## src/rtl/ipt_lru_pkg.sv

```systemverilog
// Shared types and constants for the inverted page table with LRU replacement.
`default_nettype none

package ipt_lru_pkg;

   // Default number of physical frames tracked by the table.
   localparam int FRAME_COUNT_DEF = 64;

   // Fixed field widths of the request and response beats.
   localparam int FRAME_W = 6;
   localparam int PID_W   = 16;
   localparam int PAGE_W  = 20;
   localparam int STAMP_W = 32;

   // Operation codes carried by req_opcode.
   typedef enum logic [1:0] {
      OP_ALLOC = 2'd0,
      OP_TOUCH = 2'd1,
      OP_DIRTY = 2'd2,
      OP_EVICT = 2'd3
   } ipt_op_type;

   // One table entry as held in the entry memory.
   typedef struct packed {
      logic               valid;
      logic               dirty;
      logic [STAMP_W-1:0] stamp;
      logic [PAGE_W-1:0]  page;
      logic [PID_W-1:0]   pid;
   } ipt_entry_type;

   // Control from the sequencer to the shared minimum unit.
   typedef struct packed {
      logic clear;
      logic sample;
   } ipt_scan_ctl_type;

endpackage

`default_nettype wire

```

## src/rtl/ipt_lru_entry_ram.sv

```systemverilog
// Entry memory: one write port and one registered read port.
`default_nettype none

module ipt_lru_entry_ram #(
   parameter int DEPTH = ipt_lru_pkg::FRAME_COUNT_DEF,
   parameter int AW    = $clog2(ipt_lru_pkg::FRAME_COUNT_DEF)
) (
   input  wire logic                       clock,
   input  wire logic                       wr_en,
   input  wire logic [AW-1:0]              wr_addr,
   input  wire ipt_lru_pkg::ipt_entry_type wr_data,
   input  wire logic                       rd_en,
   input  wire logic [AW-1:0]              rd_addr,
   output      ipt_lru_pkg::ipt_entry_type rd_data
);

   ipt_lru_pkg::ipt_entry_type mem [DEPTH];
   ipt_lru_pkg::ipt_entry_type rd_data_ff;

   // Write port.
   always_ff @(posedge clock) begin
      if (wr_en) begin
         mem[wr_addr] <= wr_data;
      end
   end

   // Read port with registered data.
   always_ff @(posedge clock) begin
      if (rd_en) begin
         rd_data_ff <= mem[rd_addr];
      end
   end

   assign rd_data = rd_data_ff;

endmodule

`default_nettype wire

```

## config.mk

```make
export PLATFORM = sky130hd
export DESIGN_NAME = ipt_lru_entry_ram
export DESIGN_NICKNAME = d
export VERILOG_FILES = /design/src/rtl/ipt_lru_pkg.sv /design/src/rtl/ipt_lru_entry_ram.sv
export SDC_FILE = /design/constraint.sdc
export NUM_CORES = 2
export LEC_CHECK = 0
export BUFFER_PORTS_ARGS = -buffer_cell sky130_fd_sc_hd__buf_2
export CAP_MARGIN = 20
export CORE_MARGIN = 3
export CORE_UTILIZATION = 60
export CTS_CLUSTER_SIZE = 24
export DETAILED_ROUTE_END_ITERATION = 10
export PLACE_DENSITY = 0.76
export SLEW_MARGIN = 20
export SYNTH_ARGS = -nofsm -noshare
export SYNTH_HDL_FRONTEND = slang
export SYNTH_MEMORY_MAX_BITS = 65536
export SYNTH_SLANG_ARGS = --single-unit
```

## constraint.sdc

```tcl
create_clock -name clock -period 17.3 [get_ports clock]
set_clock_uncertainty 0.15 [all_clocks]
set_input_delay 1.73 -clock clock [delete_from_list [all_inputs] [get_ports clock]]
set_output_delay 1.73 -clock clock [all_outputs]
set_load 0.02 [all_outputs]
```

=== Yosys cells after proc, flatten, opt, wreduce, memory -nomap -nowiden ===
Memories as Yosys holds them, arrays and structs flattened. A register that Yosys moved wholly into a read port is not among the register bits.
Index checks and enable logic that the tools add are counted.

* Order comparisons: 0
* Div/mod/pow operators: 0
* Multiplexer cells: 2
* Equality and inequality tests: 0
* Add/sub/neg operators: 0
* Reductions and logical operators: 0
* Shift-type cells: 0
* Bitwise logic cells: 0
* Multipliers: 0

{| class="wikitable"
|+ Operator list
! cell !! number
|-
| 2-to-1 mux 1 bit || 2
|}

* Memories kept: 1
* Latch bits: 0
* RAM bits: 4480
* Logic and storage cells: 3
* Bits in registers: 0
* Output and inout port bits: 70
* Input port bits: 85
* Bits in read-only memories: 0

{| class="wikitable"
|+ Memory list
! name !! words !! width !! rd ports !! clocked after Yosys merged registers in !! wr ports !! line !! source
|-
| mem || 64 || 70 || 1 || 1 || 1 || ipt_lru_entry_ram.sv:17 || <nowiki>ipt_lru_pkg::ipt_entry_type mem [DEPTH];</nowiki>
|}

=== Logic depth before layout (Yosys ltp) ===
* Depth after elaboration: 2
* Depth in mapped cells: 10
* Gate-level depth less buffers: 5

=== Worst setup path before layout ===
No wires, ideal clock.

* Path kind: input-to-reg
* Start: input port wr_addr[3]
* End: memory mem[48][0] (netlist name), enable pin
* Cell stages on the path: 4
* Slack: 9.562 ns
* Setup time: 0.584 ns
* Required time: 16.566 ns
* Path buffers: 1
* Arrival: 7.004 ns
* Cells stage by stage: clkbuf_1 > nor2b_1 > nand4b_1 > nor3_1

{| class="wikitable"
|+ RTL lines
! item !! line !! source
|-
| start, declared || ipt_lru_entry_ram.sv:10 || <nowiki>input wire logic [AW-1:0] wr_addr,</nowiki>
|-
| end, declared || ipt_lru_entry_ram.sv:17 ||
|}

Straight into the memory's write port.

==> out/metrics.csv <==
stage,metric,value,unit
synthesis,syn-instance-count,7411,
setup_path,arrival,6.35,ns
sta,fin_tns_setup,0,ns
worst_hold_path,hold_class,register to register,
clock_network,cts.clk_slew.worst_paths,0.06,ns
sta,timing.fmax,171,MHz
synthesis,synthesis.area,172000,µm²
clock_network,cts_resized,0,
die,dieArea,293000,µm²
sta,max-slew-margin-rel,4.22,%
final_layout,regArea,137000,µm²
place,io_buffers,154,
sta,setup_ws,11.46,ns
die,die_w,542,µm
setup_path,criticalPathCategory,primary input to register,
synthesis,synth_cell_types,33,
status,status,"finished, final reports clean",
final_layout,drive_above_1_share,27.4,%
global_route,grt_pass1_wl,687000,µm
die,die_height,542,µm
sta,period_share,33.7,%
setup_path,critPathCaptureType,register,
setup_path,crit_path_start,rd_addr[2],
clock_network,cts.htree.levels,5,
die,rows,196,
pwr,powerDensity,118,nW/µm²
synthesis,synth_top_area_share,79.4,%
synthesis,yosys_warnings,0,
clock_network,worstSkewPairLatency,0.99,ns
setup_path,r2r_start,mem[11][18],
worst_hold_path,holdCritStartpoint,mem[27][14],
job,maxCapViolations,0,
pwr,vdd_drop_max,0.117,mV
sta,worst_pin_slew,1.44,ns
final_layout,area_delta_synth_final,11.6,%
setup_path,cp_max_fo,74,
drt,drt-total-wl,491000,µm
die,ioPinCount,155,
drt,first_pass_iters,8,
global_route,antenna_found_initial,36,
drt,num_vias,87793,
final_layout,final_cell_mix,"edfxtp_1, mux4_2, clkbuf_16",
clock_network,cts_max_path_buffers,4,
setup_path,startpoint_type,primary input,
synthesis,syn_nets,7496,
global_route,grt_start_max_net_pins,122,
drt,routedWlPerCell,41.1,µm
clock_network,cts_setup_buffers,0,
clock_network,clockRootBuffer,clkbuf_16,
synthesis,ys_seq_area_share,79.4,%
final_layout,multi_input_area,33800,µm²
sta,fin_crit,5.84,ns
die,core,285000,µm²
synthesis,ys_ff_latch,4550,
drt,via_per_inst,7.35,
global_route,first_global_vias,88384,
pwr,finalPower,0.0227,W
clock_network,cts_sinks,4550,
clock_network,ctsHoldBuffers,0,
drt,drc,0,
global_route,grtUsageTotal,33.8,%
sta,finalMaxSlewViolations,0,
place,dp_hpwl,238000,µm
final_layout,final_common_cell,edfxtp_1,
clock_network,numCtsBuffers,430,
place,pre_cts_ws,10.58,ns
pwr,p_leak,59.7,nW
global_route,grt_overflow,0,
sta,hold_violations,0,
sta,setup_viol,0,
drt,postRouteAntennaNets,0,
setup_path,critPathRequiredTime,17.81,ns
clock_network,cts_tree,yes,
synthesis,yosysTopAreaCell,edfxtp_1,
sta,rsz0062_at_grt,no,
die,start_util,60.4,%
synthesis,synth_area_leaders,"edfxtp_1, mux4_2, mux2i_1",
drt,drt_iter0_markers,15623,
synthesis,syn_avg_cell_area,23.2,µm²
place,globalplace.congestion,0.802,
final_layout,n_fill_cell,16631,
final_layout,final_nets,7888,
## worst max-delay path, cell delays in order
cell	delay, ns
buf_8	0.55
buf_4	0.66
buf_4	0.83
buf_4	0.89
mux4_2	0.45
mux2i_1	0.19
nand2_1	0.08
a31oi_1	0.56
nor2_1	0.21
## Yosys cell counts
| cell type | count |
|---|---|
| edfxtp_1 | 4550 |
| mux4_2 | 1120 |
| nand2_1 | 202 |
| nand3_1 | 194 |
| clkbuf_1 | 166 |
| buf_2 | 150 |
| mux2i_1 | 147 |
| a22oi_1 | 140 |
| nor2_1 | 116 |
| nand4_1 | 92 |
| o22ai_1 | 91 |
| buf_4 | 69 |
| o221ai_1 | 42 |
| or3_1 | 33 |
| or2_2 | 32 |
| a41oi_1 | 30 |
| nor2b_1 | 29 |
| o21ai_1 | 26 |
| buf_6 | 24 |
| a211oi_1 | 22 |
| and3_1 | 22 |
| o21ai_0 | 22 |
| a2bb2oi_1 | 19 |
| a31oi_1 | 19 |
| inv_1 | 19 |
| buf_1 | 15 |
| nand2b_1 | 11 |
| and2_1 | 2 |
| nand3b_1 | 2 |
| nor3_1 | 2 |
| nand4b_1 | 1 |
| nor2_2 | 1 |
| or3b_2 | 1 |
## state kept, by name (all words and copies together) (netlist names)
name / flops
mem: 4480
rd_data: 70
## area by class of cell
cell class / count / share of cell area, %
flip-flops and latches: 4550 / 71.1
multi-input cells: 2418 / 17.6
clock buffers: 506 / 5.78
well taps: 3762 / 2.45
clock inverters: 292 / 1.54
repair buffers: 384 / 1.47
inverters: 19 / 0.0371
diodes: 19 / 0.0247
## kinds of logic after synthesis
group,Yosys count,synth area share (%)
buffers and inverters,443,1.33
AOI/OAI and AO/OA,411,1.71
and+or+nand+nor,740,2.09
DFF,4550,79.4
muxes,1267,15.5
## final timing paths
| kind | end | depth (start not counted) | slack [ns] |
|---|---|---|---|
| max | rd_data[13] | 9 | 11.46 |
| min | rd_data[14] | 5 | 0.71 |
| max reg2reg | rd_data[18] | 5 | 14.82 |
| min reg2reg | rd_data[14] | 5 | 0.71 |
## routing by layer
layer	vias to the layer above	global-route usage (%)	wire length (µm)
li1	32533	-	-
met1	45697	45.6	157000
met2	7986	51.4	230000
met3	1555	9.97	75600
met4	22	16.2	28200
met5	-	0	141
## stage by stage
stage / hold slack, ns / area [µm²] / util [%] / cells
6_report: 0.714 / 192000 / 67.4 / 11950
3_5_place_dp: 0.727 / 178000 / 62.4 / 11127
4_1_cts: 0.715 / 192000 / 67.3 / 11925
2_1_floorplan: 0.680 / 172000 / - / 7411
5_1_grt: 0.791 / 192000 / 67.4 / 11939
3_3_place_gp: 0.728 / 178000 / 62.4 / 11127
## report_power, final
| group | switching [W] | internal (W) |
|---|---|---|
| logic | 0.000677 | 0.000361 |
| registers | 0.0000408 | 0.0122 |
| clock network | 0.00414 | 0.00527 |
No activity file was read; power rests on OpenSTA's default activity.
