`src/rtl/ipt_lru_pkg.sv`:
```
// Shared types and constants for the inverted page table with LRU replacement.
`default_nettype none

package ipt_lru_pkg;

   // Default number of physical frames tracked by the table.
   localparam int FRAME_COUNT_DEF = 64;

   // Fixed field widths of the request and response beats.
   localparam int FRAME_W = 6;
   localparam int PID_W   = 16;
   localparam int PAGE_W  = 20;
   localparam int STAMP_W = 32;

   // Operation codes carried by req_opcode.
   typedef enum logic [1:0] {
      OP_ALLOC = 2'd0,
      OP_TOUCH = 2'd1,
      OP_DIRTY = 2'd2,
      OP_EVICT = 2'd3
   } ipt_op_type;

   // One table entry as held in the entry memory.
   typedef struct packed {
      logic               valid;
      logic               dirty;
      logic [STAMP_W-1:0] stamp;
      logic [PAGE_W-1:0]  page;
      logic [PID_W-1:0]   pid;
   } ipt_entry_type;

   // Control from the sequencer to the shared minimum unit.
   typedef struct packed {
      logic clear;
      logic sample;
   } ipt_scan_ctl_type;

endpackage

`default_nettype wire

```
`src/rtl/ipt_lru_min_unit.sv`:
```
// Shared comparator that tracks the oldest valid entry seen during a scan.
`default_nettype none

module ipt_lru_min_unit #(
   parameter int AW = $clog2(ipt_lru_pkg::FRAME_COUNT_DEF)
) (
   input  wire logic                          clock,
   input  wire logic                          reset,
   input  wire ipt_lru_pkg::ipt_scan_ctl_type ctl,
   input  wire logic [AW-1:0]                 sample_idx,
   input  wire ipt_lru_pkg::ipt_entry_type    sample_entry,
   output      logic                          found,
   output      logic [AW-1:0]                 best_idx,
   output      ipt_lru_pkg::ipt_entry_type    best_entry
);

   logic                       found_ff;
   logic                       found_in;
   logic [AW-1:0]              best_idx_ff;
   ipt_lru_pkg::ipt_entry_type best_ff;
   logic                       take;

   // Strictly older stamps win, so ties keep the lower frame seen first.
   assign take = ctl.sample && sample_entry.valid &&
                 (!found_ff || (sample_entry.stamp < best_ff.stamp));

   always_comb begin
      found_in = found_ff;
      if (ctl.clear) begin
         found_in = 1'b0;
      end else if (take) begin
         found_in = 1'b1;
      end
   end

   // Found flag is control state; the captured entry is payload.
   always_ff @(posedge clock) begin
      if (reset) begin
         found_ff <= 1'b0;
      end else begin
         found_ff <= found_in;
      end
   end

   always_ff @(posedge clock) begin
      if (take && !ctl.clear) begin
         best_ff     <= sample_entry;
         best_idx_ff <= sample_idx;
      end
   end

   assign found      = found_ff;
   assign best_idx   = best_idx_ff;
   assign best_entry = best_ff;

`ifndef SYNTH
   // Once a candidate is held, only a new scan can drop it.
   a_found_sticky: assert property (@(posedge clock) disable iff (reset)
      (found_ff && !ctl.clear) |=> found_ff)
      else $error("minimum unit lost its candidate mid scan");
`endif

endmodule

`default_nettype wire

```
`config.mk`:
```
export PLATFORM = sky130hd
export DESIGN_NAME = ipt_lru_min_unit
export DESIGN_NICKNAME = d
export VERILOG_FILES = /design/src/rtl/ipt_lru_pkg.sv /design/src/rtl/ipt_lru_min_unit.sv
export SDC_FILE = /design/constraint.sdc
export NUM_CORES = 1
export LEC_CHECK = 0
export CORE_MARGIN = 3
export CORE_UTILIZATION = 62
export CTS_CLUSTER_SIZE = 40
export DETAILED_ROUTE_END_ITERATION = 8
export DONT_BUFFER_PORTS = 1
export PLACE_DENSITY = 0.87
export SLEW_MARGIN = 20
export SYNTH_ARGS = -nofsm -noshare
export SYNTH_HDL_FRONTEND = slang
export SYNTH_SLANG_ARGS = --single-unit
```
`constraint.sdc`:
```
create_clock -name clock -period 7.2 [get_ports clock]
set_input_delay 1.08 -clock clock [delete_from_list [all_inputs] [get_ports clock]]
set_output_delay 1.08 -clock clock [all_outputs]
set_load 0.01 [all_outputs]
```
# After elaboration in Yosys (flattened, before gate mapping)
# Cells that the tools add are included.
# W data, S select, Z words.
[word_totals]
regBits = 77
latchBits = 0
ramBits = 0
romBits = 0
input_bits = 80
output_inout_bits = 77
wordCells = 15
mem_count = 0
[classes]
n_addsub = 0
mul = 0
div = 0
magnitude_cmp = 1
eq_ne = 0
shifts = 0
mux = 0
bitwise_logic = 0
reduce_logical = 7
[ops]
columns = ["cell", "n"]
rows = [
  ["$lt A32 B32 Y1", 1],
  ["$logic_and A1 B1 Y1", 3],
  ["$logic_not A1 Y1", 2],
  ["$reduce_or A2 Y1", 1],
  ["$logic_or A1 B1 Y1", 1],
]

# Depth between registers and ports, before layout
# Gate-level depths: netlist of the first run.
[logic_depth]
ltp_word = 4
mapped_depth = 7
mapped_depth_nobuf = 7

# Least setup slack after synthesis of the first run
# No wires, ideal clock.
[synth_timing]
kind = "input -> register"
startpoint = "input sample_entry[37] (netlist bit)"
endpoint = "register best_ff (netlist bit best_entry[0]) (enable)"
setup_time_ns = 0.556
t_arrival_ns = 6.119
t_required_ns = 6.644
setup_slack_ns = 0.525
stages = 5
path_cell_list = "ha_1 a2111oi_0 o21a_1 o211ai_1 a31oi_1"
[synth_between]
elab_chain_cells = 4
[synth_lines]
columns = ["item", "line_no", "text"]
rows = [
  ["start: declaration", "ipt_lru_min_unit.sv:11", "input wire ipt_lru_pkg::ipt_entry_type sample_entry,"],
  ["$lt A32 B32 Y1", "ipt_lru_min_unit.sv:25", "(!found_ff || (sample_entry.stamp < best_ff.stamp));"],
  ["$logic_or A1 B1 Y1", "ipt_lru_min_unit.sv:25", ""],
  ["$logic_and A1 B1 Y1", "ipt_lru_min_unit.sv:24", "assign take = ctl.sample && sample_entry.valid &&"],
  ["$logic_and A1 B1 Y1", "ipt_lru_min_unit.sv:46", "if (take && !ctl.clear) begin"],
  ["end signal: assignment", "ipt_lru_min_unit.sv:47", "best_ff <= sample_entry;"],
  ["end: declaration", "ipt_lru_min_unit.sv:20", "ipt_lru_pkg::ipt_entry_type best_ff;"],
]
# Every way passes these cells.
# A chain may end at the register's enable or synchronous reset.

# Worst setup path after layout of the first run
[layout_timing]
startpoint = "input sample_entry[53] (netlist bit)"
endpoint = "register best_ff (netlist bit best_entry[18]) (enable)"
# The elaborated chain is that of the path after synthesis.

==> summary.txt, run 1 <==
Status
  – Outcome: finished, final reports clean

Clock tree
  – PostCTS Resize Cnt: 0
  – Worst-Skew Late Latency: 330 ps
  – H-tree levels: 3
  – Postcts setup bufs: 0
  – Root Driver: clkbuf_8
  – CTS sink count: 77
  – TritonCTS clock tree: built
  – CTS clk-pin slew, worst paths: 70 ps
  – Hold buffers post-CTS: 0
  – CTS Buffer Depth: 2
  – Total CTS buffers: 9

Timing
  – Fin crit share: between 50% and 60%
  – Hold Violations, Final: 0
  – Post-route minimum period: 3730 ps
  – Endpoints failing setup: 0
  – Fmax: 0.268 GHz
  – Worst-Margin Slew: 987 ps
  – Final Slew Violations: 0
  – Max-slew headroom: between 30% and 40%
  – Setup TNS: 0 ps
  – RSZ-0062 raised after global routing: no
  – Final WS setup: about 3500 ps
  – Clock skew: 8.02 ps

Final layout
  – # diodes: 0
  – # fillers: approximately 310
  – Nets: 312
  – Multi-input gate area: 704 um^2
  – Register area: roughly 2300 um^2
  – Synth-to-Final Area Change: 9.58%
  – Layout cells sized above 1: 9.22%
  – Layout Cells excl Fill: roughly 270

Route
  – DRT Pass-1 Iters: 4
  – Vias/cell: just under 6
  – Number of DRC markers in iteration 0: 51
  – Vias: 1620
  – Post-route ant nets: 0
  – DRC viols: 0
  – DR WL/cell: 21.9 um
  – Final WL: 5.97 mm

Floorplanning
  – FP Rows: 25
  – Ports: 157
  – Die Wd: 76.8 um
  – Die Area: ~5900 um^2
  – Core area: 4790 um^2
  – Initial Util: 64.9%
  – Die H: 76.8 um

Critical path
  – Worst Path Required: 7160 ps
  – CP startpoint: sample_entry[53]
  – Slowest stage delay, CP: about 790 ps
  – CP Capture Type: register
  – Worst path bufs/invs: 1
  – CP Launch Type: input port
  – Worst-path cell chain: ha_1 > a21oi_2 > o21ai_1 > a221o_1 > a211o_1 > a31oi_4 > buf_4
  – Arrival time at the worst endpoint: approximately 3700 ps
  – Worst Path Max Fanout: 46
  – Family with the most delay on the worst path: compound AO/OA/AOI/OAI gates
  – CP Class: in2reg
  – Worst r2r src: best_entry[53]
  – Crit-path slowest cell: a31oi_4

Logic synthesis
  – Gate Count Post-Synth: 189
  – Synth async-reset ratio: 0%
  – Top cells by count, synth: edfxtp_1 (76), ha_1 (31), inv_1 (31)
  – Synth warnings: 0
  – Syn_nets: 300
  – Number of distinct library cells after synthesis: 28
  – Number of synthesized flops with an enable pin: 76
  – Area leader, netlist: edfxtp_1
  – Seq/Total Area, Yosys: 74.1%
  – Top cell type's share of synthesized area: 73.4%
  – Syn Area/Cell: 16.4 um^2
  – Synth Register Bits: 77
  – Mapped Area: 3110 um^2
  – Most common cell in the synthesized netlist: edfxtp_1
  – Ys flop type: edfxtp_1
  – Synth top area cells: edfxtp_1 (73%), ha_1 (12%), inv_1 (3.7%)

Power
  – Peak VDD IR: 0.000137 V
  – Leakage: 1.32 nW
  – Power Density: about 250 nW/um^2

Global routing
  – Total grt overflow: 0
  – Vias in the first global route: 1743
  – Gr usage total: 20.6%
  – Pin count of the biggest net entering global routing: 47
  – Initial antenna violation count: 0
  – Global-route wire length before repair: between 9 and 10 mm

Placement
  – Dpl cells: 257
  – Final HPWL DP: 4.81 mm
  – Worst slack at placement: 3120 ps
  – IO Port Bufs: 0
  – Routability Congestion: 0.790

Min path
  – Startpoint of the worst hold path: found
  – Hold Path Class: reg2reg

Job
  – Max_cap viols: 0
==> per-layer routing <==
metal	GRT usage [%]	share of wire [%]	wire (um)	vias up
li1	-	-	-	730
met1	20.1	32	1940	759
met3	8.57	11	635	13
met2	37.1	55	3260	118
met4	10.3	2.3	138	0
met5	0	0	0	-
==> power breakdown <==
group          switching (mW)  total, mW  internal (mW)
logic                  0.0205     0.0346         0.0141
registers              0.0128      0.522          0.509
clock network           0.142      0.301          0.160
total                   0.175      0.858          0.683
==> flip-flops by register name, indices dropped and copies added (netlist names) <==
name,cells
best_entry,70
best_idx,6
found,1
==> logic make-up (layout without fill, tap and decap cells) <==
group                    count (synthesis)  in the layout  synth area share [%]
AND/OR/NAND/NOR                         23             23                  3.86
flip-flops                              77             77                  74.1
adder cells (fa/ha/maj)                 31             31                  12.5
buffers and inverters                   31             48                  3.74
AO/OA/AOI/OAI                           27             27                  5.84
==> final cells by class <==
class,instances,area share (%)
flip-flops and latches,77,67.6
inverters,31,3.42
clock buffers,10,3.75
clock inverters,6,1.87
well taps,67,2.46
repair buffers,1,0.220
multi-input cells,81,20.7
==> cell usage in the layout, fill, tap and decap left out, types with 2 or more instances in the layout <==
master / netlist / layout
a21oi_2: 2 / 2
a21oi_1: 9 / 9
edfxtp_1: 76 / 76
o21a_1: 2 / 2
inv_1: 31 / 31
nor3_1: 2 / 2
nand3_1: 4 / 4
o21ai_0: 2 / 2
nand2_1: 8 / 8
nand2b_1: 2 / 2
clkinv_4: 0 / 2
a21o_1: 3 / 3
nand4_1: 2 / 2
ha_1: 31 / 31
clkbuf_8: 0 / 9
==> stage by stage <==
step	total power [mW]	hold slack [ps]	utilization, %	instance area [um^2]
after floorplan	0.557	553	-	3110
after global placement	0.563	578	67.2	3210
after detailed placement	0.567	599	67.2	3210
after CTS	0.869	607	71.2	3410
after global routing	0.900	655	71.2	3410
final	0.858	608	71.2	3410
==> tightest hold or removal path, stage by stage (launching register included) <==
cell and delay, ps:
dfxtp_1 380, a21oi_1 140, nor3_1 50
==> path summary, 6_finish.rpt <==
kind              cells past startpoint              to  slack [ps]
setup / recovery                      7  best_entry[18]        3470
hold / removal                        2           found         610
setup reg to reg                      8  best_entry[18]        3750
hold reg to reg                       2           found         610
(Power assumes the default switching activity.)
==> run 2: changes to the inputs <==
==> constraint.sdc (replaced) <==
create_clock -name clock -period 3.92 [get_ports clock]
set_input_delay 0.588 -clock clock [delete_from_list [all_inputs] [get_ports clock]]
set_output_delay 0.588 -clock clock [all_outputs]
set_load 0.01 [all_outputs]
==> run 2 against run 1 <==
  * Sequential power increased by 84%
  * Largest cell class unchanged
  * Hold slack got worse by 300 ps
  * Clock-buffer cell count decreased by 1
  * Sequential share of layout area about the same
  * Utilization decreased by 0.052 points
  * Flip-flop and latch count unchanged
==> summary.txt, run 2 (synthesis results as in run 1) <==
Global routing
  – Global-route wire length before repair: around 9.4 mm
  – Gr usage total: 21.7%
  – Pin count of the biggest net entering global routing: 46
  – Initial antenna violation count: 0
  – Vias in the first global route: 1690
  – Total grt overflow: 0

Critical path
  – CP Capture Type: register
  – Worst Path Required: between 3000 and 4000 ps
  – Worst r2r src: best_entry[55]
  – Worst Path Max Fanout: 45
  – R2R depth: 8
  – CP Class: reg2reg
  – Flop-to-flop setup slack: roughly 1200 ps
  – CP startpoint: best_entry[55]
  – CP Launch Type: register
  – Worst reg2reg endpoint: best_entry[16]
  – Arrival time at the worst endpoint: roughly 2700 ps

Route
  – DRT Pass-1 Iters: 4
  – Vias/cell: 5.97
  – Vias: approximately 1.6k
  – Number of DRC markers in iteration 0: 105
  – DRC viols: 0
  – DR WL/cell: 22.6 um
  – Final WL: 6.19 mm
  – Post-route ant nets: 0

Timing
  – Post-route minimum period: 2750 ps
  – Fin crit share: 70.1%
  – Final Slew Violations: 0
  – RSZ-0062 raised after global routing: no
  – Hold Violations, Final: 0
  – Endpoints failing setup: 0
  – Worst-Margin Slew: 554 ps
  – Clock skew: 9.42 ps
  – Setup TNS: 0 ps
  – Fmax: 0.364 GHz
  – WHS: 311 ps
  – Max-slew headroom: 63.1%

Final layout
  – Synth-to-Final Area Change: 9.50%
  – Commonest non-fill, non-tap cell in the layout: edfxtp_1
  – Largest register FFs: 70
  – Final instance area: roughly 3400 um^2
  – Fin util: 71.1%
  – # diodes: 0
  – Nets: 313
  – Commonest non-fill, non-tap cells in the layout: edfxtp_1 (76), inv_1 (31), ha_1 (31), a21oi_1 (9), clkbuf_8 (9)
  – Layout cells sized above 1: 10.6%

Placement
  – IO Port Bufs: 0
  – Routability Congestion: 0.755
  – Final HPWL DP: 4.93 mm
  – Cell Area, Placed: 3220 um^2

Min path
  – Hold Path Class: in2reg
  – Startpoint of the worst hold path: reset
  – Hold depth: 1
  – Hold Path Sink: found

Power
  – P_sw: roughly 360 uW
  – Sw frac: 23.3%
  – Internal power: 1.20 mW
  – Sequential share of power: 61.3%
  – Clock Power Share: 34.5%
  – Peak VDD IR: 0.000222 V
  – Comb power frac: 4.2%
  – Power Density: 459 nW/um^2
  – Leakage: 1.31 nW

Clock tree
  – Root Driver: clkbuf_8
  – Hold buffers post-CTS: 0
  – Worst-Skew Late Latency: 350 ps
  – TritonCTS clock tree: built
  – CTS Buffer Depth: 2
  – CTS sink count: slightly below 80
  – PostCTS Resize Cnt: 0
  – CTS clk-pin slew, worst paths: roughly 90 ps
  – H-tree levels: 3
  – Total CTS buffers: 9
  – Postcts setup bufs: 0

Status
  – Outcome: finished, final reports clean

Floorplanning
  – Die Area: 5900 um^2
  – Die Wd: 76.8 um
  – Ports: roughly 160
  – FP Rows: 25
  – Initial Util: about 65%
  – Core area: 4790 um^2
  – Die H: about 77 um

Job
  – Max_cap viols: 0
==> run 2: cell types whose count changed in the layout (fill, tap and decap cells not counted) <==
cell	previous run	this run
clkinv_4	2	1
buf_4	1	2
clkbuf_1	1	0
clkinv_2	1	0
clkinvlp_4	1	3
inv_6	0	3
bufinv_16	1	0
clkinv_1	1	0
==> run 2: worst max-delay path by stage <==
stage	end	slack (ps)
floorplan	best_entry[0]	410
global placement	best_entry[16]	1170
detailed placement	best_entry[18]	1060
CTS	best_entry[68]	1170
global route	best_entry[15]	1050
finish	best_entry[16]	1170
==> run 2: power groups by stage <==
stage / Sequential, mW / Clock (mW) / Combinational, mW
detailed placement: 0.977 / 0 / 0.0666
global placement: 0.976 / 0 / 0.0585
CTS: 0.958 / 0.548 / 0.0666
finish: 0.958 / 0.539 / 0.0659
global route: 0.960 / 0.599 / 0.0762
floorplan: 0.972 / 0 / 0.0489
==> run 2: metal layers <==
metal | track usage, % | vias to the layer above | share of wire (%)
li1 | - | 730 | -
met1 | 23.0 | 787 | 35
met2 | 37.5 | 106 | 53
met3 | 8.92 | 12 | 10
met4 | 10.3 | 0 | 2.0
met5 | 0 | - | 0
==> run 2: cell type report <==
type                            instances  area (um^2)
Clock inverter                          7         57.6
Sequential cell                        77         2300
Fill cell                             319         1380
Multi-Input combinational cell         81          704
Inverter                               31          116
Timing Repair Buffer                    2         15.0
Clock buffer                            9          124
Tap cell                               67         83.8
==> run 2: worst max-delay path, stage by stage, from the launching register on <==
cell      delay [ps]
edfxtp_1         460
inv_1            110
ha_1             270
a21oi_2          130
o21ai_1           70
a221o_1          350
a211o_1          330
a31oi_4          150
buf_4            490
==> run 2: per-stage QoR <==
stage / instances / total power [mW] / setup slack [ps]
global placement: 258 / 1.03 / 1170
floorplan: 189 / 1.02 / 415
finish: 274 / 1.56 / 1170
global route: 274 / 1.63 / 1050
detailed placement: 258 / 1.04 / 1060
CTS: 274 / 1.57 / 1170
==> run 3: changes to the inputs <==
--- a/config.mk
+++ b/config.mk
@@ -6,11 +6,11 @@
 export NUM_CORES = 1
 export LEC_CHECK = 0
 export CORE_MARGIN = 3
-export CORE_UTILIZATION = 62
+export CORE_UTILIZATION = 56
 export CTS_CLUSTER_SIZE = 40
 export DETAILED_ROUTE_END_ITERATION = 8
 export DONT_BUFFER_PORTS = 1
-export PLACE_DENSITY = 0.87
+export PLACE_DENSITY = 0.83
 export SLEW_MARGIN = 20
 export SYNTH_ARGS = -nofsm -noshare
 export SYNTH_HDL_FRONTEND = slang
==> constraint.sdc (replaced) <==
create_clock -name clock -period 2.44 [get_ports clock]
set_input_delay 0.366 -clock clock [delete_from_list [all_inputs] [get_ports clock]]
set_output_delay 0.366 -clock clock [all_outputs]
set_load 0.01 [all_outputs]
==> run 3 against run 2 <==
  * Routed wire length increased by 9.2%
  * Cell area up 10%
  * Die area rose by 9.9%
  * Non-clock buffer count rose by 25
  * Register-to-register slack got worse by 1100 ps
  * Utilization up 0.60 points
  * Power increased by 76%
  * Setup slack lost 1100 ps
  * Global-route usage down 1.8 points
  * Sequential power up 60%
  * Combinational power up 120%
  * Largest power group unchanged
==> summary.txt, run 3 (synthesis results as in run 1) <==
Status
  – Outcome: finished, final reports clean

Clock tree
  – Root Driver: clkbuf_8
  – Hold buffers post-CTS: 0
  – CTS sink count: 77
  – CTS clk-pin slew, worst paths: 90 ps
  – Worst-Skew Late Latency: 340 ps
  – TritonCTS clock tree: built
  – H-tree levels: 3
  – CTS Buffer Depth: 2
  – Total CTS buffers: 9

Timing
  – Final Slew Violations: 0
  – Post-route minimum period: 2360 ps
  – Fin crit share: 96.9%
  – Max-slew headroom: 76.9%
  – Worst-Margin Slew: approximately 340 ps
  – Endpoints failing setup: 0
  – Setup TNS: 0 ps
  – Fmax: 0.423 GHz
  – Clock skew: 9.40 ps
  – Hold Violations, Final: 0

Placement
  – Routability Congestion: 0.813
  – Final HPWL DP: 4.83 mm
  – IO Port Bufs: 0

Route
  – Final WL: 6.75 mm
  – DRT Pass-1 Iters: 5
  – Vias: 1709
  – Post-route ant nets: 0
  – DR WL/cell: roughly 22 um
  – Number of DRC markers in iteration 0: 85
  – Vias/cell: around 5.7
  – DRC viols: 0

Final layout
  – Layout cells sized above 1: 22.0%
  – Multi-input gate area: 741 um^2
  – Commonest non-fill, non-tap cells in the layout: edfxtp_1 (76), inv_1 (30), ha_1 (29), buf_4 (20)
  – Nets: 338
  – Fin util: 71.7%
  – Register area: between 2000 and 2500 um^2
  – Synth-to-Final Area Change: 20.9%
  – Largest register FFs: 70
  – # fillers: 315
  – # diodes: 0
  – Commonest non-fill, non-tap cell in the layout: edfxtp_1

Critical path
  – Worst Path Max Fanout: 13
  – Flop-to-flop setup slack: about 77 ps
  – Worst reg2reg endpoint: best_entry[14]
  – CP Class: reg2reg
  – Worst r2r src: best_entry[58]
  – CP Capture Type: register
  – CP Launch Type: register
  – R2R depth: 9
  – Arrival time at the worst endpoint: 2420 ps
  – Worst Path Required: 2500 ps

Global routing
  – Global-route wire length before repair: ~9.3 mm
  – Gr usage total: 20.0%
  – Pin count of the biggest net entering global routing: 54
  – Global routing usage on met3: 8.07%
  – Global routing usage on met2: 34.7%
  – Initial antenna violation count: 0
  – Vias in the first global route: 1748
  – Total grt overflow: 0
  – Global Route met1 Usage: roughly a fifth
  – Busiest grt layer: met2

Min path
  – Hold Path Class: in2reg
  – Hold depth: 0
  – Startpoint of the worst hold path: sample_entry[8]
  – Hold Path Sink: best_entry[8]

Power
  – Power Density: 730 nW/um^2
  – Peak VDD IR: 0.000700 V
  – Leakage: 1.49 nW

Floorplanning
  – Die H: between 80 and 90 um
  – FP Rows: 26
  – Initial Util: between 50% and 60%
  – Die Area: 6480 um^2
  – Core area: ~5200 um^2
  – Die Wd: 80.5 um
  – Ports: 157

Job
  – Max_cap viols: 0
run 3: cell types whose count changed in the layout (fill, tap and decap cells not counted), moves of 2 or more:
cell        before  now
ha_1            31   29
buf_4            2   20
buf_6            0    2
bufinv_16        0    2
buf_12           0    2
ha_4             0    2
clkbuf_16        0    3
clkinvlp_4       3    1
run 3: repair_timing:
item	CTS	global route
setup buffers	0	2
setup endpoints to repair	0	76
gates resized for setup	0	6
run 3: metal layers:
layer  wire [um]  vias up
li1            -      783
met1        2340      813
met2        3610      103
met3         672       10
met4         125        0
met5           0        -
run 3: final cells by class:
| type | instances | area share [%] |
|---|---|---|
| sequential | 77 | 61.3 |
| multi-input combinational | 81 | 19.7 |
| timing repair buffer | 27 | 7.66 |
| clock buffer | 10 | 3.40 |
| inverter | 31 | 3.10 |
| clock inverter | 6 | 2.50 |
| tap | 70 | 2.33 |
run 3: worst max-delay path by stage:
stage / from / endpoint / slack (ps) / depth (start not counted)
after floorplan: best_entry[59] / best_entry[0] / -840 / 6
after global placement: best_entry[53] / best_idx[0] / 120 / 8
after detailed placement: best_entry[58] / best_entry[49] / 60 / 8
after CTS: best_entry[55] / best_entry[28] / 50 / 8
after global routing: best_entry[59] / best_entry[14] / -3 / 8
final: best_entry[58] / best_entry[14] / 80 / 9
run 3: stage by stage:
step / setup WS, ps / power, mW / instance area, um^2 / cells / hold slack (ps)
after floorplan: -836 / 1.64 / 3150 / 189 / 443
final: 76.8 / 2.74 / 3760 / 302 / 112
after global placement: 117 / 1.68 / 3410 / 280 / 443
after detailed placement: 62.2 / 1.69 / 3410 / 280 / 453
after CTS: 51.2 / 2.74 / 3630 / 296 / 107
after global routing: -2.63 / 2.83 / 3760 / 302 / 96.7
run 3: where the power goes:
part	switching [mW]	internal, mW
sequential	0.0326	1.50
clock	0.476	0.587
combinational	0.0764	0.0707
total	0.585	2.16
run 3: critical path: stages, from the launching register on:
cell	delay, ps
edfxtp_1	410
inv_1	80
ha_1	250
a21oi_1	180
nand2_1	70
a221o_1	290
a211o_1	290
a31oi_4	170
buf_6	170
clkbuf_16	180
